[src/sv/xmt_pkg.sv]
// package for the xml markup tokenizer: beat types, token kinds, error codes
// no dependencies
`timescale 1ns / 1ps

package xmt_pkg;

  localparam int CHAR_BITS = 16;
  localparam int OFFSET_BITS = 32;
  localparam int LINE_BITS = 32;

  typedef enum logic [3:0] {
    K_LT = 4'd0, K_LTSLASH = 4'd1, K_GT = 4'd2, K_SLASHGT = 4'd3, K_LBRACE = 4'd4,
    K_RBRACE = 4'd5, K_EQUALS = 4'd6, K_SPACE = 4'd7, K_NAME = 4'd8, K_TEXT = 4'd9,
    K_STRING = 4'd10, K_COMMENT = 4'd11, K_CDATA = 4'd12, K_PI = 4'd13, K_ERROR = 4'd14
  } kind_t;

  typedef enum logic [2:0] {
    E_NONE = 3'd0, E_EOI = 3'd1, E_BANG = 3'd2, E_SLASH = 3'd3, E_DASHES = 3'd4,
    E_UNTERM = 3'd5
  } err_t;

  typedef struct packed {
    logic [15:0] char_code;
    logic        is_letter;
    logic        is_digit;
    logic        end_of_input;
  } in_beat_t;

  typedef struct packed {
    logic [3:0]  token_kind;
    logic [31:0] start_offset;
    logic [31:0] token_length;
    logic [31:0] start_line;
    logic [2:0]  error_code;
    logic        final_token;
  } out_beat_t;

  // classified character: front to back
  typedef struct packed {
    logic [CHAR_BITS-1:0] ch;
    logic eoi;
    logic ws;
    logic nstart;
    logic nmore;
    logic tstop;
    logic cr;
    logic lf;
  } cls_t;

  localparam int QDEPTH = 4;
  localparam int QABITS = $clog2(QDEPTH);

  function automatic logic [CHAR_BITS-1:0] cdata_char(input logic [2:0] idx);
    logic [7:0] c;
    unique case (idx)
      3'd1: c = "C";
      3'd2: c = "D";
      3'd3: c = "A";
      3'd4: c = "T";
      3'd5: c = "A";
      default: c = "[";
    endcase
    return CHAR_BITS'(c);
  endfunction

endpackage

[src/sv/xmt_front.sv]
// front end: accepts character beats, classifies them, queues them
// depends on xmt_pkg
`timescale 1ns / 1ps

module xmt_front (
  input  logic             clk,
  input  logic             rst,
  input  logic             in_valid,
  output logic             in_ready,
  input  xmt_pkg::in_beat_t in_data,
  output logic             q_valid,
  input  logic             q_pop,
  output xmt_pkg::cls_t    q_data
);

  xmt_pkg::cls_t mem [xmt_pkg::QDEPTH];
  logic [xmt_pkg::QABITS-1:0] wr_ptr, rd_ptr;
  logic [xmt_pkg::QABITS:0] count;
  xmt_pkg::cls_t cls;
  logic [xmt_pkg::CHAR_BITS-1:0] c;
  logic push, pop;

  always_comb begin
    c = in_data.char_code[xmt_pkg::CHAR_BITS-1:0];
    cls.ch = c;
    cls.eoi = in_data.end_of_input;
    cls.cr = c == xmt_pkg::CHAR_BITS'(13);
    cls.lf = c == xmt_pkg::CHAR_BITS'(10);
    cls.ws = c == xmt_pkg::CHAR_BITS'(32) || c == xmt_pkg::CHAR_BITS'(9) || cls.cr || cls.lf;
    cls.nstart = in_data.is_letter || c == xmt_pkg::CHAR_BITS'(":")
                 || c == xmt_pkg::CHAR_BITS'("_");
    cls.nmore = cls.nstart || in_data.is_digit || c == xmt_pkg::CHAR_BITS'(".")
                || c == xmt_pkg::CHAR_BITS'("-");
    cls.tstop = cls.ws || cls.nstart || c == xmt_pkg::CHAR_BITS'("{")
                || c == xmt_pkg::CHAR_BITS'("}") || c == xmt_pkg::CHAR_BITS'("<")
                || c == xmt_pkg::CHAR_BITS'(">") || c == xmt_pkg::CHAR_BITS'("/")
                || c == xmt_pkg::CHAR_BITS'("=");
  end

  assign in_ready = count != (xmt_pkg::QABITS+1)'(xmt_pkg::QDEPTH);
  assign q_valid = count != '0;
  assign push = in_valid && in_ready;
  assign pop = q_pop && q_valid;
  assign q_data = mem[rd_ptr];

  always_ff @(posedge clk) begin
    if (push) mem[wr_ptr] <= cls;
  end

  always_ff @(posedge clk) begin
    if (rst) begin
      wr_ptr <= '0;
      rd_ptr <= '0;
      count <= '0;
    end else begin
      if (push) wr_ptr <= wr_ptr + 1'b1;
      if (pop) rd_ptr <= rd_ptr + 1'b1;
      if (push && !pop) count <= count + 1'b1;
      else if (pop && !push) count <= count - 1'b1;
    end
  end

endmodule

[src/sv/xmt_back.sv]
// back end: lexer state machine, emits up to two token beats per character
// depends on xmt_pkg
`timescale 1ns / 1ps

module xmt_back (
  input  logic              clk,
  input  logic              rst,
  input  logic              q_valid,
  output logic              q_pop,
  input  xmt_pkg::cls_t     q_data,
  output logic              out_valid,
  input  logic              out_ready,
  output xmt_pkg::out_beat_t out_data
);

  typedef enum logic [12:0] {
    M_TOP = 13'h0001, M_LT = 13'h0002, M_BANG = 13'h0004, M_CDPRE = 13'h0008,
    M_DASH1 = 13'h0010, M_SLASH = 13'h0020, M_WS = 13'h0040, M_NAME = 13'h0080,
    M_TEXT = 13'h0100, M_STRING = 13'h0200, M_COMMENT = 13'h0400,
    M_CDATA = 13'h0800, M_PI = 13'h1000
  } mode_t;

  localparam int OB = xmt_pkg::OFFSET_BITS;
  localparam int LB = xmt_pkg::LINE_BITS;
  localparam int CB = xmt_pkg::CHAR_BITS;

  mode_t mode, mode_next;
  logic [2:0] pcnt, pcnt_next;
  logic [1:0] ccnt, ccnt_next;
  logic [OB-1:0] offset, offset_next, tbeg, tbeg_next;
  logic [LB-1:0] line, line_next, tline, tline_next;
  logic [CB-1:0] quote, quote_next;
  logic after_cr, after_cr_next;

  // result slots; two tokens at most from a character or from end of input
  xmt_pkg::out_beat_t slot [3];
  xmt_pkg::out_beat_t res [3];
  logic [1:0] nres, nslot, sidx;
  logic rescan;
  logic take;
  logic [CB-1:0] c;

  function automatic xmt_pkg::out_beat_t mk(input xmt_pkg::kind_t k,
      input logic [OB-1:0] s, input logic [OB-1:0] l, input logic [LB-1:0] ln,
      input xmt_pkg::err_t e, input logic f);
    xmt_pkg::out_beat_t r;
    r.token_kind = k;
    r.start_offset = 32'(s);
    r.token_length = 32'(l);
    r.start_line = 32'(ln);
    r.error_code = e;
    r.final_token = f;
    return r;
  endfunction

  // last waiting beat leaving this cycle frees the slots for the next character
  assign take = q_valid && (nslot == 2'd0 || (nslot == 2'd1 && out_ready));
  assign q_pop = take;
  assign c = q_data.ch;

  always_comb begin
    mode_next = mode;
    pcnt_next = pcnt;
    ccnt_next = ccnt;
    tbeg_next = tbeg;
    tline_next = tline;
    quote_next = quote;
    line_next = line;
    after_cr_next = after_cr;
    offset_next = offset + 1'b1;
    nres = 2'd0;
    rescan = 1'b0;
    for (int i = 0; i < 3; i++) res[i] = '0;
    if (q_data.eoi) begin
      unique case (mode)
        M_LT: begin
          res[0] = mk(xmt_pkg::K_LT, tbeg, OB'(1), tline, xmt_pkg::E_NONE, 1'b0);
          nres = 2'd1;
        end
        M_BANG, M_CDPRE, M_DASH1: begin
          res[0] = mk(xmt_pkg::K_ERROR, tbeg, offset - tbeg, tline, xmt_pkg::E_BANG, 1'b0);
          nres = 2'd1;
        end
        M_SLASH: begin
          res[0] = mk(xmt_pkg::K_ERROR, tbeg, OB'(1), tline, xmt_pkg::E_SLASH, 1'b0);
          nres = 2'd1;
        end
        M_WS: begin
          res[0] = mk(xmt_pkg::K_SPACE, tbeg, offset - tbeg, tline, xmt_pkg::E_NONE, 1'b0);
          nres = 2'd1;
        end
        M_NAME: begin
          res[0] = mk(xmt_pkg::K_NAME, tbeg, offset - tbeg, tline, xmt_pkg::E_NONE, 1'b0);
          nres = 2'd1;
        end
        M_TEXT: begin
          res[0] = mk(xmt_pkg::K_TEXT, tbeg, offset - tbeg, tline, xmt_pkg::E_NONE, 1'b0);
          nres = 2'd1;
        end
        M_COMMENT: begin
          if (ccnt >= 2'd2)
            res[0] = mk(xmt_pkg::K_ERROR, tbeg, offset - tbeg, line, xmt_pkg::E_DASHES, 1'b0);
          else
            res[0] = mk(xmt_pkg::K_ERROR, tbeg, offset - tbeg, tline, xmt_pkg::E_UNTERM, 1'b0);
          nres = 2'd1;
        end
        M_STRING, M_CDATA, M_PI: begin
          res[0] = mk(xmt_pkg::K_ERROR, tbeg, offset - tbeg, tline, xmt_pkg::E_UNTERM, 1'b0);
          nres = 2'd1;
        end
        default: ;
      endcase
      res[nres] = mk(xmt_pkg::K_ERROR, offset, '0, line, xmt_pkg::E_EOI, 1'b1);
      nres = nres + 2'd1;
      mode_next = M_TOP;
      pcnt_next = '0;
      ccnt_next = '0;
      offset_next = '0;
      tbeg_next = '0;
      line_next = LB'(1);
      tline_next = LB'(1);
      quote_next = '0;
      after_cr_next = 1'b0;
    end else begin
      unique case (mode)
        M_LT: begin
          if (c == CB'("!")) begin
            mode_next = M_BANG;
            pcnt_next = '0;
          end else if (c == CB'("?")) begin
            mode_next = M_PI;
            ccnt_next = '0;
          end else if (c == CB'("/")) begin
            res[0] = mk(xmt_pkg::K_LTSLASH, tbeg, OB'(2), tline, xmt_pkg::E_NONE, 1'b0);
            nres = 2'd1;
            mode_next = M_TOP;
          end else begin
            res[0] = mk(xmt_pkg::K_LT, tbeg, OB'(1), tline, xmt_pkg::E_NONE, 1'b0);
            nres = 2'd1;
            rescan = 1'b1;
          end
        end
        M_BANG: begin
          if (c == CB'("[")) begin
            mode_next = M_CDPRE;
            pcnt_next = 3'd1;
          end else if (c == CB'("-")) begin
            mode_next = M_DASH1;
          end else begin
            res[0] = mk(xmt_pkg::K_ERROR, tbeg, offset - tbeg, tline, xmt_pkg::E_BANG, 1'b0);
            nres = 2'd1;
            rescan = 1'b1;
          end
        end
        M_CDPRE: begin
          if (c == xmt_pkg::cdata_char(pcnt)) begin
            if (pcnt == 3'd6) begin
              mode_next = M_CDATA;
              pcnt_next = '0;
              ccnt_next = '0;
            end else begin
              pcnt_next = pcnt + 3'd1;
            end
          end else begin
            res[0] = mk(xmt_pkg::K_ERROR, tbeg, offset - tbeg, tline, xmt_pkg::E_BANG, 1'b0);
            nres = 2'd1;
            rescan = 1'b1;
          end
        end
        M_DASH1: begin
          if (c == CB'("-")) begin
            mode_next = M_COMMENT;
            ccnt_next = '0;
          end else begin
            res[0] = mk(xmt_pkg::K_ERROR, tbeg, offset - tbeg, tline, xmt_pkg::E_BANG, 1'b0);
            nres = 2'd1;
            rescan = 1'b1;
          end
        end
        M_SLASH: begin
          if (c == CB'(">")) begin
            res[0] = mk(xmt_pkg::K_SLASHGT, tbeg, OB'(2), tline, xmt_pkg::E_NONE, 1'b0);
            nres = 2'd1;
            mode_next = M_TOP;
          end else begin
            res[0] = mk(xmt_pkg::K_ERROR, tbeg, OB'(1), tline, xmt_pkg::E_SLASH, 1'b0);
            nres = 2'd1;
            rescan = 1'b1;
          end
        end
        M_WS: begin
          if (!q_data.ws) begin
            res[0] = mk(xmt_pkg::K_SPACE, tbeg, offset - tbeg, tline, xmt_pkg::E_NONE, 1'b0);
            nres = 2'd1;
            rescan = 1'b1;
          end
        end
        M_NAME: begin
          if (!q_data.nmore) begin
            res[0] = mk(xmt_pkg::K_NAME, tbeg, offset - tbeg, tline, xmt_pkg::E_NONE, 1'b0);
            nres = 2'd1;
            rescan = 1'b1;
          end
        end
        M_TEXT: begin
          if (q_data.tstop) begin
            res[0] = mk(xmt_pkg::K_TEXT, tbeg, offset - tbeg, tline, xmt_pkg::E_NONE, 1'b0);
            nres = 2'd1;
            rescan = 1'b1;
          end
        end
        M_STRING: begin
          if (c == quote) begin
            res[0] = mk(xmt_pkg::K_STRING, tbeg, offset_next - tbeg, tline,
                        xmt_pkg::E_NONE, 1'b0);
            nres = 2'd1;
            mode_next = M_TOP;
          end
        end
        M_COMMENT: begin
          if (ccnt >= 2'd2) begin
            ccnt_next = '0;
            if (c == CB'(">")) begin
              res[0] = mk(xmt_pkg::K_COMMENT, tbeg, offset_next - tbeg, tline,
                          xmt_pkg::E_NONE, 1'b0);
              nres = 2'd1;
              mode_next = M_TOP;
            end else begin
              res[0] = mk(xmt_pkg::K_ERROR, tbeg, offset - tbeg, line, xmt_pkg::E_DASHES, 1'b0);
              nres = 2'd1;
              rescan = 1'b1;
            end
          end else begin
            ccnt_next = (c == CB'("-")) ? ccnt + 2'd1 : 2'd0;
          end
        end
        M_CDATA: begin
          if (c == CB'(">") && ccnt >= 2'd2) begin
            res[0] = mk(xmt_pkg::K_CDATA, tbeg, offset_next - tbeg, tline, xmt_pkg::E_NONE, 1'b0);
            nres = 2'd1;
            mode_next = M_TOP;
            ccnt_next = '0;
          end else if (c == CB'("]")) begin
            if (ccnt < 2'd2) ccnt_next = ccnt + 2'd1;
          end else begin
            ccnt_next = '0;
          end
        end
        M_PI: begin
          if (c == CB'(">") && ccnt >= 2'd1) begin
            res[0] = mk(xmt_pkg::K_PI, tbeg, offset_next - tbeg, tline, xmt_pkg::E_NONE, 1'b0);
            nres = 2'd1;
            mode_next = M_TOP;
            ccnt_next = '0;
          end else begin
            ccnt_next = (c == CB'("?")) ? 2'd1 : 2'd0;
          end
        end
        default: rescan = 1'b1;
      endcase
      if (rescan) begin
        tbeg_next = offset;
        tline_next = line;
        mode_next = M_TOP;
        priority if (c == CB'("<")) mode_next = M_LT;
        else if (c == CB'("/")) mode_next = M_SLASH;
        else if (c == CB'(">") || c == CB'("{") || c == CB'("}") || c == CB'("=")) begin
          res[nres] = mk(c == CB'(">") ? xmt_pkg::K_GT :
                         c == CB'("{") ? xmt_pkg::K_LBRACE :
                         c == CB'("}") ? xmt_pkg::K_RBRACE : xmt_pkg::K_EQUALS,
                         offset, OB'(1), line, xmt_pkg::E_NONE, 1'b0);
          nres = nres + 2'd1;
        end
        else if (q_data.ws) mode_next = M_WS;
        else if (c == CB'(34) || c == CB'(39)) begin
          mode_next = M_STRING;
          quote_next = c;
        end
        else if (q_data.nstart) mode_next = M_NAME;
        else mode_next = M_TEXT;
      end
      if (q_data.cr) begin
        line_next = line + 1'b1;
        after_cr_next = 1'b1;
      end else begin
        if (q_data.lf && !after_cr) line_next = line + 1'b1;
        after_cr_next = 1'b0;
      end
    end
  end

  assign out_valid = nslot != 2'd0;
  assign out_data = slot[sidx];

  always_ff @(posedge clk) begin
    if (take) begin
      for (int i = 0; i < 3; i++) slot[i] <= res[i];
    end
  end

  always_ff @(posedge clk) begin
    if (rst) begin
      mode <= M_TOP;
      pcnt <= '0;
      ccnt <= '0;
      offset <= '0;
      tbeg <= '0;
      line <= LB'(1);
      tline <= LB'(1);
      quote <= '0;
      after_cr <= 1'b0;
      nslot <= '0;
      sidx <= '0;
    end else begin
      if (take) begin
        mode <= mode_next;
        pcnt <= pcnt_next;
        ccnt <= ccnt_next;
        offset <= offset_next;
        tbeg <= tbeg_next;
        line <= line_next;
        tline <= tline_next;
        quote <= quote_next;
        after_cr <= after_cr_next;
        nslot <= nres;
        sidx <= '0;
      end else if (out_valid && out_ready) begin
        nslot <= nslot - 2'd1;
        sidx <= sidx + 2'd1;
      end
    end
  end

endmodule

[src/sv/xml_markup_tokenizer.sv]
// top level of the xml markup tokenizer: front classifier and queue, back lexer
// depends on xmt_pkg, xmt_front, xmt_back
`timescale 1ns / 1ps

// One character beat is taken per cycle while the back end has no tokens
// waiting, or while its last waiting token beat is being handed out. A
// character that ends tokens loads one or two token beats into the output
// slots, so with a ready output the rate is one character per cycle; a
// character or end of input that yields two tokens holds the back end until
// the first beat has left, and output stalls hold it for as long as they
// last. A four-entry queue between classifier and lexer absorbs the stalls.
module xml_markup_tokenizer (
  input  logic               clk,
  input  logic               rst,
  input  logic               in_valid,
  output logic               in_ready,
  input  xmt_pkg::in_beat_t  in_data,
  output logic               out_valid,
  input  logic               out_ready,
  output xmt_pkg::out_beat_t out_data
);

  logic q_valid, q_pop;
  xmt_pkg::cls_t q_data;

  xmt_front u_front (
    .clk(clk), .rst(rst), .in_valid(in_valid), .in_ready(in_ready), .in_data(in_data),
    .q_valid(q_valid), .q_pop(q_pop), .q_data(q_data)
  );

  xmt_back u_back (
    .clk(clk), .rst(rst), .q_valid(q_valid), .q_pop(q_pop), .q_data(q_data),
    .out_valid(out_valid), .out_ready(out_ready), .out_data(out_data)
  );

endmodule
[config.mk]
export PLATFORM = sky130hd
export DESIGN_NAME = xml_markup_tokenizer
export DESIGN_NICKNAME = d
export VERILOG_FILES = /design/src/sv/xmt_pkg.sv /design/src/sv/xmt_front.sv /design/src/sv/xmt_back.sv /design/src/sv/xml_markup_tokenizer.sv
export SDC_FILE = /design/constraint.sdc
export NUM_CORES = 1
export LEC_CHECK = 0
export ABC_AREA = 0
export BUFFER_PORTS_ARGS = -buffer_cell sky130_fd_sc_hd__buf_2
export CORE_ASPECT_RATIO = 1.4
export CORE_MARGIN = 2
export CORE_UTILIZATION = 65
export CTS_CLUSTER_SIZE = 10
export DETAILED_ROUTE_END_ITERATION = 6
export PLACE_DENSITY = 0.87
export SYNTH_ARGS = -nofsm -noshare
export SYNTH_HDL_FRONTEND = slang
export SYNTH_SLANG_ARGS = --single-unit
[constraint.sdc]
create_clock -name clk -period 9.3 [get_ports clk]
set_input_delay 0.93 -clock clk [delete_from_list [all_inputs] [get_ports clk]]
set_output_delay 0.93 -clock clk [all_outputs]
set_load 0.01 [all_outputs]
==> flow_summary_export.csv, run 1 <==
group,metric,value,unit
outcome,status,"complete, but fails checks",
outcome,violations,"DRC",
timing,hold_slack,0.456,ns
place,dp.final_hpwl,40800,um
logic_synthesis,synth.most_common_cell,"edfxtp_1",
layout,num_antenna_cells,0,
worst_setup_path,r2r_setup_slack,3.92,ns
global_route,grt_pass1_wl,96600,um
global_route,gr-total-overflow,0,
drt,vias,18174,
clocking,cts_root_buffer,"clkbuf_16",
layout,drive_gt1_share,11.1,%
flow_run,maxCapViolations,0,
logic_synthesis,syn-num-nets,2363,
place,port_buffers,128,
worst_setup_path,crit_type,"register to register",
die,dieArea,37400,um^2
drt,drt_first_pass_iters,7,
clocking,path_clk_slew,0.06,ns
timing,setup_viol,0,
clocking,cts_sinks,443,
timing,fin_skew,0.0307,ns
drt,drt-initial-drc-count,1583,
clocking,ctsHoldBuffers,0,
die,core_area,35600,um^2
timing,setup_tns,0,ns
global_route,grt_usage,32.9,%
drt,avgRoutedWirePerCell,21.8,um
clocking,post_cts_resized,0,
layout,nets,2427,
worst_setup_path,arrival,5.65,ns
global_route,grt_start_max_net_pins,81,
worst_setup_path,end_kind,"register",
worst_hold_path,hold_class,"register to register",
timing,hold_viol,0,
logic_synthesis,avgSynthCellArea,10.3,um^2
logic_synthesis,synth_ff_type,"edfxtp_1",
timing,rsz0062_at_grt,"no",
logic_synthesis,synth.distinct_cells,82,
die,start_util,65.4,%
timing,maxSlewViolCount,0,
die,die_width,164,um
worst_hold_path,hold_end,"u_back.tline[19]",
die,std_cell_rows,82,
global_route,grt_pass1_vias,18349,
worst_hold_path,min_path_cells,2,
layout,stdcell_area,25600,um^2
die,die_h,228,um
place,gp_congestion,0.969,
timing,relSlewSlack,13.9,%
logic_synthesis,synthTopCellsByCount,"265 x edfxtp_1, 242 x nor2_1, 178 x dfxtp_1",
logic_synthesis,synth_area_leaders,"edfxtp_1 34%, dfxtp_1 15%, ha_1 4.0%",
clocking,cts_tree,"yes",
worst_setup_path,timing.rr.end,"u_back.slot[0][63]",
timing,period_minus_slack,5.38,ns
layout,synthToLayoutAreaGrowth,9.94,%
layout,post-route-util,71.9,%
drt,vias_per_cell,6.42,
drt,ant_nets,0,
timing,tightest_slew,1.29,ns
clocking,clockBufferDepth,3,
worst_setup_path,cp_data_required_time,9.57,ns
logic_synthesis,synth_seq_area_share,49.5,%
logic_synthesis,synthCells,2263,
logic_synthesis,netlist_area,23300,um^2
worst_hold_path,hp-start,"u_back.tline[19]",
logic_synthesis,post-synth-top-area-fraction,34.2,%
worst_setup_path,ff2ff_path_depth,11,
worst_setup_path,path_max_fanout,31,
clocking,post_cts_buffers,0,
logic_synthesis,synth-seq-cells,443,
worst_setup_path,startpoint_type,"register",
timing,fmax,186,MHz
pwr,vdd_drop_max,0.208,mV
clocking,h-tree-depth,2,
logic_synthesis,synth.largest_area_cell,"edfxtp_1",
clocking,clk-insertion-delay-late,0.58,ns
drt,totalWireLength,61600,um
place,dpl_cell_area,24100,um^2
timing,fin_crit_sh,57.8,%
drt,drc,5,
pwr,powerDensity,272,nW/um^2
pwr,leakage,0.00939,uW
logic_synthesis,async_reset_ff_share,0,%
global_route,antenna_found_initial,1,
logic_synthesis,yosysWarningCount,0,
logic_synthesis,synth_edf_count,265,
die,io_pins,129,
clocking,cts_inserted_buffers,50,
==> logic make-up (layout without fill, tap and decap cells) <==
logic type | count (synthesis) | count (layout) | synth area share [%]
compound gates | 483 | 483 | 14.2
simple gates | 817 | 817 | 17.5
fa+ha+maj | 77 | 77 | 4.23
buf+inv | 197 | 301 | 3.49
mux | 105 | 105 | 5.78
xor+xnor | 141 | 141 | 5.30
flops | 443 | 443 | 49.5
==> worst max path at each step <==
stage | depth (start not counted) | start | to | slack (ns)
after detailed placement | 10 | register | u_back.slot[0][63] | 3.92
after floorplan | 7 | out_ready | u_back.tbeg[26] | 4.89
after global placement | 10 | register | u_back.slot[0][67] | 4.05
after CTS | 10 | register | u_back.slot[0][63] | 3.92
after global routing | 10 | register | u_back.slot[0][63] | 3.68
final | 11 | register | u_back.slot[0][63] | 3.92
==> layout by cell type, fill, tap and decap left out, types with 6 or more instances in the layout <==
| master | count |
|---|---|
| nor2b_1 | 23 |
| buf_2 | 127 |
| a31oi_1 | 12 |
| or3_1 | 25 |
| nand3b_1 | 7 |
| ha_1 | 74 |
| and3_1 | 32 |
| mux4_2 | 23 |
| o31ai_1 | 11 |
| edfxtp_1 | 265 |
| o22ai_1 | 28 |
| xnor2_1 | 72 |
| nand3_1 | 75 |
| nand4_1 | 22 |
| dfxtp_1 | 175 |
| o21bai_1 | 9 |
| and2_1 | 115 |
| nor2_1 | 239 |
| or4_1 | 8 |
| nor3_1 | 45 |
| clkbuf_16 | 50 |
| o21a_1 | 13 |
| buf_4 | 20 |
| clkbuf_1 | 37 |
| nand2_1 | 150 |
| and4_1 | 6 |
| a21oi_1 | 113 |
| o21ai_0 | 76 |
| o32ai_1 | 6 |
| a211oi_1 | 10 |
| a21o_1 | 29 |
| xor2_1 | 69 |
| a22o_1 | 85 |
| a22oi_1 | 35 |
| mux2i_1 | 79 |
| nor4_1 | 15 |
| nand2b_1 | 23 |
| inv_1 | 61 |
==> flip-flops by register name, indices dropped and copies added (netlist names), 3 cells and up, named ones only <==
register and flops:
u_back.pcnt 3, u_back.quote 16, u_back.tbeg 32, u_back.mode 13
u_back.slot 173, u_front.count 3, u_back.tline 32, u_front.mem 92
u_back.line 32, u_back.offset 32
==> routing by layer <==
layer | share of wire [%] | vias up | GRT usage [%]
li1 | - | 8400 | -
met1 | 37 | 8731 | 38.0
met2 | 52 | 835 | 58.5
met3 | 6.2 | 206 | 4.29
met4 | 5.3 | 2 | 18.0
met5 | 0.021 | - | 0
==> final cells by class <==
class / instances / area [um^2]
Fill cell: 2519 / 10000
Tap cell: 462 / 578
Inverter: 62 / 238
Clock inverter: 3 / 42.5
Sequential cell: 443 / 11500
Multi-Input combinational cell: 1623 / 11000
Clock buffer: 89 / 1420
Timing Repair Buffer: 147 / 786
==> worst max-delay path, cell delays in order, from the launching register on <==
cell and delay [ns]:
dfxtp_2 0.96, mux4_2 0.65, nor4_1 0.50, o41ai_2 0.15, buf_4 0.21, nor3b_1 0.49
a21oi_1 0.27, nand2b_1 0.32, nor2_1 0.20, nand2_1 0.09, nand2_1 0.96, o22ai_1 0.26
==> power breakdown <==
group / internal, uW / leakage, uW / switching (uW)
clock: 1020 / 0.000692 / 765
sequential: 2650 / 0.00397 / 202
combinational: 740 / 0.00472 / 1570
==> metrics by stage <==
stage,total power [uW],std cells,worst slack [ns]
after floorplan,4320,2263,4.89
final,6960,2829,3.92
after CTS,6960,2829,3.92
after detailed placement,5170,2737,3.92
after global placement,5090,2737,4.05
after global routing,7270,2829,3.68
No activity file was read; power rests on OpenSTA's default activity.
==> run 2, diff against run 1 <==
Settings changed: CORE_UTILIZATION 65 to 56, PLACE_DENSITY 0.87 to 0.8.
Clock period 9.3 ns to 4.62 ns, I/O delays scaled along.
==> flow_summary_export.csv, run 2 (same netlist as run 1, synthesis figures left out) <==
group,metric,value,unit
worst_setup_path,timing.rr.start,"u_back.offset[5]",
outcome,status,"finished clean",
worst_setup_path,ff2ff_path_depth,17,
timing,fin_skew,0.0258,ns
die,dieArea,43200,um^2
clocking,ctsHoldBuffers,0,
pwr,leakage,0.00964,uW
global_route,grt_pass1_wl,96700,um
place,gp_congestion,1.01,
worst_setup_path,crit_type,"register to register",
global_route,grt_usage,28.3,%
worst_hold_path,hp-start,"in_data[18]",
worst_setup_path,timing.rr.end,"u_back.slot[0][66]",
worst_setup_path,startpoint_type,"register",
global_route,gr-total-overflow,0,
clocking,cts_sinks,443,
pwr,vdd_drop_max,0.411,mV
worst_setup_path,end_kind,"register",
worst_setup_path,arrival,4.70,ns
die,std_cell_rows,88,
flow_run,maxCapViolations,0,
timing,fin_crit_sh,94.8,%
worst_setup_path,critical-path-slowest-cell,"dfxtp_1",
layout,register_area,11500,um^2
clocking,clockBufferDepth,3,
timing,setup_viol,0,
worst_hold_path,hold_end,"u_front.mem[2][22]",
worst_setup_path,max_stage_delay,0.48,ns
layout,largest_reg_flops,173,
clocking,clk-insertion-delay-late,0.59,ns
drt,totalWireLength,62500,um
drt,drc,0,
timing,hold_viol,0,
clocking,h-tree-depth,2,
worst_hold_path,hold_class,"primary input to register",
worst_hold_path,min_path_cells,1,
worst_setup_path,cp_data_required_time,4.94,ns
drt,drt-initial-drc-count,1578,
drt,avgRoutedWirePerCell,21.2,um
drt,drt_first_pass_iters,7,
layout,final_common_cell,"edfxtp_1",
drt,vias,18318,
die,die_width,176,um
layout,layout_common_cells,"265 x edfxtp_1, 238 x nor2_1, 173 x dfxtp_1, 150 x nand2_1, 127 x buf_2",
layout,stdcell_area,26100,um^2
timing,fmax,228,MHz
global_route,grt_pass1_vias,18123,
timing,setup_tns,0,ns
layout,post-route-util,63.6,%
worst_setup_path,path_cells,"nand2_1 -> nor4_2 -> and4_1 -> and2_1 -> nand2_1 -> xnor2_1 -> ha_1 -> a21o_1 -> a221oi_1 -> o21ai_0 -> a21o_1 -> o21ai_1 -> nand3_1 -> a31o_2 -> a31oi_1 -> xor2_1 -> o22ai_1",
global_route,antenna_found_initial,0,
clocking,path_clk_slew,0.06,ns
layout,nets,2465,
global_route,grt_start_max_net_pins,72,
worst_setup_path,critPathTopFamily,"compound AO/OA/AOI/OAI gates",
worst_setup_path,r2r_setup_slack,0.24,ns
die,core_area,41100,um^2
layout,multi_input_area,11000,um^2
drt,vias_per_cell,6.21,
layout,fillCellCount,3269,
layout,regMostFlops,"u_back.slot",
layout,synthToLayoutAreaGrowth,12.2,%
die,io_pins,129,
place,dp.final_hpwl,42000,um
layout,top_regs,"u_back.slot (173), u_front.mem (92)",
layout,num_antenna_cells,0,
drt,ant_nets,0,
place,dpl_cell_area,24500,um^2
clocking,cts_inserted_buffers,51,
worst_setup_path,path_max_fanout,8,
die,start_util,56.7,%
worst_setup_path,crit_buf_inv,0,
clocking,cts_tree,"yes",
timing,tightest_slew,1.25,ns
die,die_h,245,um
timing,period_minus_slack,4.38,ns
timing,rsz0062_at_grt,"yes",
timing,maxSlewViolCount,0,
clocking,cts_root_buffer,"clkbuf_16",
timing,relSlewSlack,15.8,%
pwr,powerDensity,544,nW/um^2
layout,drive_gt1_share,12.8,%
place,port_buffers,128,
-- run 2: cell types whose count changed in the layout (fill, tap and decap cells not counted), moves of 2 or more --
cell       delta
clkbuf_16     +2
o21ai_1       +2
clkinv_2      +2
buf_4        +33
dfxtp_1       -2
o21ai_0       -2
buf_12        +3
-- run 2: timing repair --
item,in CTS,in global routing
resized for setup,0,12
setup buffers,0,0
endpoints found under the setup margin,0,80
-- run 2: final cells by class --
type	count	share of cell area, %
clock buffer	91	5.62
clock inverter	5	0.263
inverter	62	0.910
multi-input combinational	1624	42.3
sequential	443	44.2
tap	540	2.59
timing repair buffer	183	4.19
-- run 2: how the worst max path moves through the flow --
stage | from | end | slack, ns | cells past startpoint
after floorplan | u_back.offset[1] | u_back.slot[0][67] | 0.44 | 17
after global placement | u_back.offset[1] | u_back.slot[0][57] | 0.22 | 17
after detailed placement | u_back.offset[5] | u_back.slot[0][66] | 0.16 | 17
after CTS | u_back.offset[5] | u_back.slot[0][66] | 0.17 | 17
after global routing | u_back.offset[5] | u_back.slot[0][66] | -0.007 | 17
final | u_back.offset[5] | u_back.slot[0][66] | 0.24 | 17
-- run 2: metrics by stage --
stage / hold WS [ns] / setup WS [ns] / cells / power [uW]
CTS: 0.0828 / 0.167 / 2947 / 14200
finish: 0.109 / 0.242 / 2948 / 14200
detailed placement: 0.445 / 0.165 / 2851 / 10500
floorplan: 0.432 / 0.441 / 2263 / 8690
global placement: 0.438 / 0.219 / 2851 / 10400
global route: 0.101 / -0.00713 / 2948 / 14900
-- run 2: layer usage --
| layer | vias to the layer above | wire [um] | GRT usage, % |
|---|---|---|---|
| met5 | - | 0 | 0 |
| met4 | 0 | 3130 | 14.4 |
| met3 | 195 | 3730 | 3.58 |
| met2 | 779 | 32500 | 51.9 |
| met1 | 8843 | 23100 | 32.2 |
| li1 | 8501 | - | - |
-- run 2: worst register-to-register path, stage by stage, from the launching register on --
cell and delay [ns]:
dfxtp_1 0.48, nand2_1 0.19, nor4_2 0.30, and4_1 0.30
and2_1 0.21, nand2_1 0.08, xnor2_1 0.22, ha_1 0.35
a21o_1 0.21, a221oi_1 0.29, o21ai_0 0.14, a21o_1 0.21
o21ai_1 0.22, nand3_1 0.16, a31o_2 0.29, a31oi_1 0.20
xor2_1 0.16, o22ai_1 0.09
-- run 2: power by group --
group / internal (uW) / total (uW) / switching (uW)
sequential: 5340 / 5730 / 392
clock: 2150 / 3730 / 1580
combinational: 1560 / 4730 / 3170
